### src/hdl/tk_pkg.sv
// shared types and codes for the three-axis tracker
package tk_pkg;

    // command codes of an input item
    typedef enum logic [1:0] {
        OP_PREDICT = 2'd0,
        OP_MEASURE = 2'd1,
        OP_PROJECT = 2'd2,
        OP_LOAD    = 2'd3
    } tk_op_t;

    // configuration register indexes
    localparam logic [1:0] CFG_Q_VAR     = 2'd0;
    localparam logic [1:0] CFG_R_VAR     = 2'd1;
    localparam logic [1:0] CFG_TIME_STEP = 2'd2;

    // multiplier operand selection
    typedef enum logic [1:0] {
        MUL_PRED = 2'd0,
        MUL_PROJ = 2'd1,
        MUL_POS  = 2'd2,
        MUL_VAR  = 2'd3
    } tk_mul_sel_t;

    // controller to lane commands
    typedef struct packed {
        logic        capture;
        tk_mul_sel_t mul_sel;
        logic        div_gain_start;
        logic        div_vel_start;
        logic        wr_load;
        logic        wr_pred;
        logic        wr_proj;
        logic        wr_k;
        logic        wr_npos;
        logic        wr_meas;
        logic        load_out;
        logic        out_proj;
    } tk_cmd_t;

    // lane to controller status
    typedef struct packed {
        logic div_busy;
    } tk_status_t;

endpackage

### src/hdl/tk_ctrl.sv
// sequencing state machine and output handshake
module tk_ctrl (
    input  logic               clk,
    input  logic               rst_n,
    input  logic               in_valid,
    output logic               in_ready,
    input  logic [1:0]         command,
    output logic               out_valid,
    input  logic               out_ready,
    input  tk_pkg::tk_status_t status,
    output tk_pkg::tk_cmd_t    cmd
);

    typedef enum logic [13:0] {
        S_IDLE    = 14'b00000000000001,
        S_LOAD    = 14'b00000000000010,
        S_PMUL    = 14'b00000000000100,
        S_PWR     = 14'b00000000001000,
        S_JMUL    = 14'b00000000010000,
        S_JWR     = 14'b00000000100000,
        S_MSTART  = 14'b00000001000000,
        S_MGAIN   = 14'b00000010000000,
        S_MPMUL   = 14'b00000100000000,
        S_MNPOS   = 14'b00001000000000,
        S_MVSTART = 14'b00010000000000,
        S_MVWAIT  = 14'b00100000000000,
        S_MWR     = 14'b01000000000000,
        S_FINISH  = 14'b10000000000000
    } tk_state_t;

    tk_state_t state_reg, state_next;
    logic      oproj_reg, oproj_next;
    logic      ovalid_reg, ovalid_next;
    logic      accept;
    logic      can_load;

    assign in_ready = state_reg == S_IDLE;
    assign accept   = in_valid && in_ready;
    assign can_load = !ovalid_reg || out_ready;

    // next state and commands
    always_comb
    begin
        state_next  = state_reg;
        oproj_next  = oproj_reg;
        ovalid_next = ovalid_reg;
        cmd         = '0;
        cmd.mul_sel = tk_pkg::MUL_VAR;
        cmd.out_proj = oproj_reg;
        if (ovalid_reg && out_ready)
        begin
            ovalid_next = 1'b0;
        end
        unique case (state_reg)
            S_IDLE:
            begin
                if (accept)
                begin
                    cmd.capture = 1'b1;
                    oproj_next  = tk_pkg::tk_op_t'(command) == tk_pkg::OP_PROJECT;
                    unique case (tk_pkg::tk_op_t'(command))
                        tk_pkg::OP_PREDICT: state_next = S_PMUL;
                        tk_pkg::OP_MEASURE: state_next = S_MSTART;
                        tk_pkg::OP_PROJECT: state_next = S_JMUL;
                        tk_pkg::OP_LOAD:    state_next = S_LOAD;
                        default:            state_next = S_LOAD;
                    endcase
                end
            end
            S_LOAD:
            begin
                cmd.wr_load = 1'b1;
                state_next  = S_FINISH;
            end
            S_PMUL:
            begin
                cmd.mul_sel = tk_pkg::MUL_PRED;
                state_next  = S_PWR;
            end
            S_PWR:
            begin
                cmd.wr_pred = 1'b1;
                state_next  = S_FINISH;
            end
            S_JMUL:
            begin
                cmd.mul_sel = tk_pkg::MUL_PROJ;
                state_next  = S_JWR;
            end
            S_JWR:
            begin
                cmd.wr_proj = 1'b1;
                state_next  = S_FINISH;
            end
            S_MSTART:
            begin
                cmd.div_gain_start = 1'b1;
                state_next         = S_MGAIN;
            end
            S_MGAIN:
            begin
                if (!status.div_busy)
                begin
                    cmd.wr_k   = 1'b1;
                    state_next = S_MPMUL;
                end
            end
            S_MPMUL:
            begin
                cmd.mul_sel = tk_pkg::MUL_POS;
                state_next  = S_MNPOS;
            end
            S_MNPOS:
            begin
                cmd.wr_npos = 1'b1;
                state_next  = S_MVSTART;
            end
            S_MVSTART:
            begin
                cmd.div_vel_start = 1'b1;
                state_next        = S_MVWAIT;
            end
            S_MVWAIT:
            begin
                if (!status.div_busy)
                begin
                    state_next = S_MWR;
                end
            end
            S_MWR:
            begin
                cmd.wr_meas = 1'b1;
                state_next  = S_FINISH;
            end
            S_FINISH:
            begin
                if (can_load)
                begin
                    cmd.load_out = 1'b1;
                    ovalid_next  = 1'b1;
                    state_next   = S_IDLE;
                end
            end
            default:
            begin
                state_next = S_IDLE;
            end
        endcase
    end

    // control registers
    always_ff @(posedge clk or negedge rst_n)
    begin
        if (!rst_n)
        begin
            state_reg  <= S_IDLE;
            oproj_reg  <= 1'b0;
            ovalid_reg <= 1'b0;
        end
        else
        begin
            state_reg  <= state_next;
            oproj_reg  <= oproj_next;
            ovalid_reg <= ovalid_next;
        end
    end

    assign out_valid = ovalid_reg;

endmodule

### config.mk
export PLATFORM = sky130hd
export DESIGN_NAME = tk_ctrl
export DESIGN_NICKNAME = d
export VERILOG_FILES = /design/src/hdl/tk_pkg.sv /design/src/hdl/tk_ctrl.sv
export SDC_FILE = /design/constraint.sdc
export NUM_CORES = 1
export LEC_CHECK = 0
export BUFFER_PORTS_ARGS = -buffer_cell sky130_fd_sc_hd__buf_2
export CORE_MARGIN = 5
export CORE_UTILIZATION = 47
export CTS_CLUSTER_SIZE = 20
export DETAILED_ROUTE_END_ITERATION = 10
export HOLD_SLACK_MARGIN = 0.06
export PLACE_DENSITY = 0.75
export SETUP_SLACK_MARGIN = 0.05
export SLEW_MARGIN = 20
export SYNTH_ARGS = -nofsm -noshare
export SYNTH_HDL_FRONTEND = slang
export SYNTH_SLANG_ARGS = --single-unit
### constraint.sdc
create_clock -name clk -period 2 [get_ports clk]
set_clock_uncertainty 0.2 [all_clocks]
set_input_delay 0.4 -clock clk [delete_from_list [all_inputs] [get_ports clk]]
set_output_delay 0.4 -clock clk [all_outputs]
set_load 0.03 [all_outputs]
==> results of run 1 <==
## Yosys cell counts (all sizes together) (2+ instances only)
cell type   n  area share [%]
dfrtp      15              39
nor4        9             7.8
nor2        8             3.1
inv         7             2.7
nand2       7             2.7
nor3        7             3.7
nor4b       6             5.5
nand4       5             3.3
or4b        5             6.0
a21o        4             3.9
nand3       4             2.1
nor3b       3             2.4
a21oi       2             2.2
nand2b      2             1.3
nor2b       2             1.3
xor2        2             1.8
## what timing repair did
| item | CTS |
|---|---|
| endpoints found under the setup margin | 23 |
| cloned | 0 |
| buffers inserted | 18 |
| pin swaps | 29 |
| resized for setup | 63 |
| hold buffers | 1 |
| endpoints found under the hold margin | 15 |
## logic make-up after synthesis
logic type | count (synthesis) | synth area share [%]
flops | 16 | 42.0
xor+xnor | 2 | 1.83
buf+inv | 9 | 3.92
simple gates | 62 | 42.4
compound gates | 9 | 8.76
mux | 1 | 1.18
## through the flow
step | TNS, ps | instance area (um^2) | worst slack [ps]
after CTS | -8340 | 1890 | -463
after detailed placement | -4010 | 1490 | -269
after global placement | -3340 | 1490 | -225
after floorplan | -3210 | 1090 | -226
==> flow_summary_export.csv, run 1 <==
group,metric,value,unit
sta,crit_endpoint,"cmd[6]",
clock_network,root_buffer,"clkbuf_4",
run_status,stop_stage,"global routing",
synth,synth_top_flop_cell,"dfrtp_1",
placed_design,dp_hpwl,2330,um
placed_design,gp_congestion,0.844,
synth,ys_types,31,
run_status,outcome,"aborted with a tool error",
synth,ys_seq_area_share,42.0,%
synth,syn-num-nets,106,
placed_design,place_inst,183,
synth,synth_edf_count,0,
floorplanning,fp-row-count,16,
synth,ys.warnings.count,0,
sta,worstEpCategory,"primary output",
floorplanning,initial_core_util,49.3,%
clock_network,h-tree-depth,1,
synth,syn_area,957,um^2
clock_network,clock-sinks,16,
floorplanning,die_x,55.1,um
synth,netlist_instances,99,
clock_network,cts_buffers,3,
synth,synth_seq_cells,16,
run_status,error,"[ERROR DPL-0038] Utilization greater than 100%, impossible to legalize",
clock_network,cts_buffer_depth,2,
global_route,grt_start_max_net_pins,17,
floorplanning,die_h,55.1,um
synth,synth_area_per_cell,9.67,um^2
synth,synthArstFlopShare,100,%
placed_design,portBuffers,21,
floorplanning,ios,22,
==> run 2: changes to the inputs <==
Settings changed: CORE_AREA from default to 5 5 66 68, CORE_MARGIN 5 to default, CORE_UTILIZATION 47 to default, CTS_CLUSTER_SIZE 20 to default, DIE_AREA from default to 0 0 71 73, HOLD_SLACK_MARGIN 0.06 to default, PLACE_DENSITY 0.75 to default, PLACE_DENSITY_LB_ADDON from default to 0.15, SETUP_SLACK_MARGIN 0.05 to default.
Clock period 2 ns to 2.6 ns, I/O delays scaled along.
==> run 2 against run 1 <==
Compared with the run above:
- the flow now finishes without violations
- synthesized area did not move
- synthesized cell count did not move
==> flow_summary_export.csv, run 2 <==
group,metric,value,unit
floorplanning,die_h,73,um
synth,netlist_instances,99,
worst_setup_path,max_stage_delay,570,ps
sta,final-setup-viol-count,0,
synth,syn_area,957,um^2
final_layout,finish.utilization,38.2,%
sta,max_slew_margin,71.6,%
global_route,met1_usage,13.9,%
power_and_ir_drop,ir_drop,609,uV
worst_setup_path,end_kind,"output pin",
placed_design,gp_congestion,0.780,
sta,slew_violations,0,
global_route,grt_pass1_wl,4500,um
floorplanning,die_x,71,um
worst_setup_path,required,1880,ps
final_layout,finalNonFillerCells,189,
sta,min_period,2550,ps
final_layout,antenna_cells,0,
clock_network,cts_tree,"yes",
final_layout,fillers,415,
power_and_ir_drop,seqPwrFrac,22.6,%
synth,synth.most_common_cell,"dfrtp_1",
worst_setup_path,cp-start-kind,"register",
sta,rsz0062_at_grt,"yes",
clock_network,cts_buffer_depth,2,
final_layout,multi_input_area,637,um^2
floorplanning,initial_core_util,25.2,%
worst_setup_path,critPathMaxFanout,4,
power_and_ir_drop,powerDensity,1190,nW/um^2
floorplanning,coreArea,3800,um^2
routing,ant_nets,0,
synth,ys_top_cells_by_area,"dfrtp_1 (39%), nor4b_1 (5.5%), nor4_1 (3.9%)",
global_route,grt_start_max_net_pins,17,
worst_setup_path,path_delay_family,"simple AND/OR/NAND/NOR gates",
routing,drt_pre_antenna_iters,4,
worst_setup_path,slowest_stage,"dfstp_2",
global_route,grt_pass1_vias,946,
sta,worstMarginPinSlew,421,ps
global_route,track_usage,11.4,%
global_route,grtUsageMet2,18.4,%
clock_network,cts_buffers,3,
sta,finalSetupTns,0,ps
power_and_ir_drop,pwr-share-clk,11.7,%
power_and_ir_drop,switchingPower,0.000806,W
final_layout,fin_nets,147,
routing,wire_per_inst,14.0,um
synth,synthArstFlopShare,100,%
final_layout,final_common_cell,"buf_4",
power_and_ir_drop,p_total,0.00173,W
synth,synth_area_per_cell,9.67,um^2
worst_setup_path,path_cells,"or4b_4, or2_4, nor2_4, buf_6",
final_layout,largest_reg_flops,14,
placed_design,dp_hpwl,2030,um
synth,post-synth-top-area-cell,"dfrtp_1",
routing,vias_per_cell,4.98,
clock_network,clock_latency,260,ps
power_and_ir_drop,leakagePower,0.696,nW
global_route,grtUsageMet3,2.89,%
synth,synth_edf_count,0,
final_layout,drive_above_1_share,50.4,%
synth,synth_top_flop_cell,"dfrtp_1",
synth,netlist.area_leader.share,39.2,%
sta,finalHoldViolCount,0,
run_status,outcome,"finished, final reports clean",
synth,synth_seq_cells,16,
synth,ys_types,31,
run,drv_cap,0,
global_route,antenna_found_initial,0,
routing,wirelength,2650,um
sta,fmax,0.392,GHz
clock_network,h-tree-depth,1,
placed_design,place_inst,179,
worst_hold_path,min_path_type,"primary input to register",
worst_setup_path,worst-setup-path-type,"register to output pin",
synth,ys.warnings.count,0,
synth,ys_seq_area_share,42.0,%
synth,synth_common_cells,"dfrtp_1 (15), nor2_1 (8), inv_1 (7), nand2_1 (7), nor3_1 (7)",
placed_design,portBuffers,21,
power_and_ir_drop,intPower,0.000925,W
clock_network,clock-sinks,16,
final_layout,final_cell_mix,"buf_4 (19), buf_2 (14), dfrtp_1 (13)",
power_and_ir_drop,power_frac_comb,65.7,%
worst_setup_path,critPathArrivalTime,1830,ps
final_layout,area_delta_synth_final,51.6,%
floorplanning,ios,22,
global_route,top_usage_layer,"met2",
clock_network,path_clk_slew,70,ps
synth,syn-num-nets,106,
worst_setup_path,crit_buf_inv,1,
routing,drc_errors,0,
floorplanning,die_area,5180,um^2
sta,timing.final.crit_share,98.1,%
final_layout,regArea,404,um^2
power_and_ir_drop,switching_share,46.5,%
routing,num_vias,941,
floorplanning,fp-row-count,23,
global_route,grt_overflow,0,
clock_network,root_buffer,"clkbuf_8",
routing,drtIter0Drc,30,
run 2: routing by layer:
metal	up-vias	share of wire [%]
li1	459	-
met1	460	47
met4	0	1.9
met3	5	4.0
met2	17	47
met5	-	0
run 2: power groups by stage:
| stage | logic (W) | clock network (W) | registers, W |
|---|---|---|---|
| detailed placement | 0.000897 | 0 | 0.000379 |
| global placement | 0.000898 | 0 | 0.000379 |
| CTS | 0.00105 | 0.000212 | 0.000390 |
| global route | 0.00124 | 0.000222 | 0.000402 |
| finish | 0.00114 | 0.000203 | 0.000391 |
| floorplan | 0.000627 | 0 | 0.000386 |
run 2: final cells by class:
cell class	count	area share [%]
Clock buffer	4	3.10
Inverter	7	1.81
Multi-Input combinational cell	74	43.9
Sequential cell	16	27.8
Tap cell	50	4.31
Timing Repair Buffer	38	19.1
run 2: kinds of logic after synthesis:
logic type,synth area share (%)
xor+xnor,1.83
mux,1.18
flops,42.0
buf+inv,3.92
compound gates,8.76
simple gates,42.4
run 2: timing repair:
item,4_1_cts,5_1_grt
gates cloned,0,0
endpoints found under the hold margin,15,0
buffers inserted,2,3
hold buffers,1,0
gates resized for setup,21,11
pin swaps,4,1
endpoints found under the setup margin,5,5
run 2: final timing paths:
path	start	to	slack, ps	cells past startpoint
worst max-delay path	state_reg[0]	cmd[12]	50	4
worst min-delay path	command[1]	state_reg[6]	270	2
worst max register to register	state_reg[4]	state_reg[0]	280	5
worst min register to register	oproj_reg	oproj_reg	310	1
max in group asynchronous	rst_n	state_reg[0]	1360	2
min in group asynchronous	rst_n	state_reg[9]	520	2
run 2: per-stage QoR:
stage | hold WS, ps | setup WS [ps] | cell area (um^2)
3_5_place_dp | 269 | 120 | 1230
2_1_floorplan | 24.4 | 90.3 | 987
4_1_cts | 263 | 2.68 | 1380
6_report | 268 | 48.4 | 1450
3_3_place_gp | 265 | 118 | 1230
5_1_grt | 266 | -50.1 | 1450
Power figures use the tool's default switching activity.
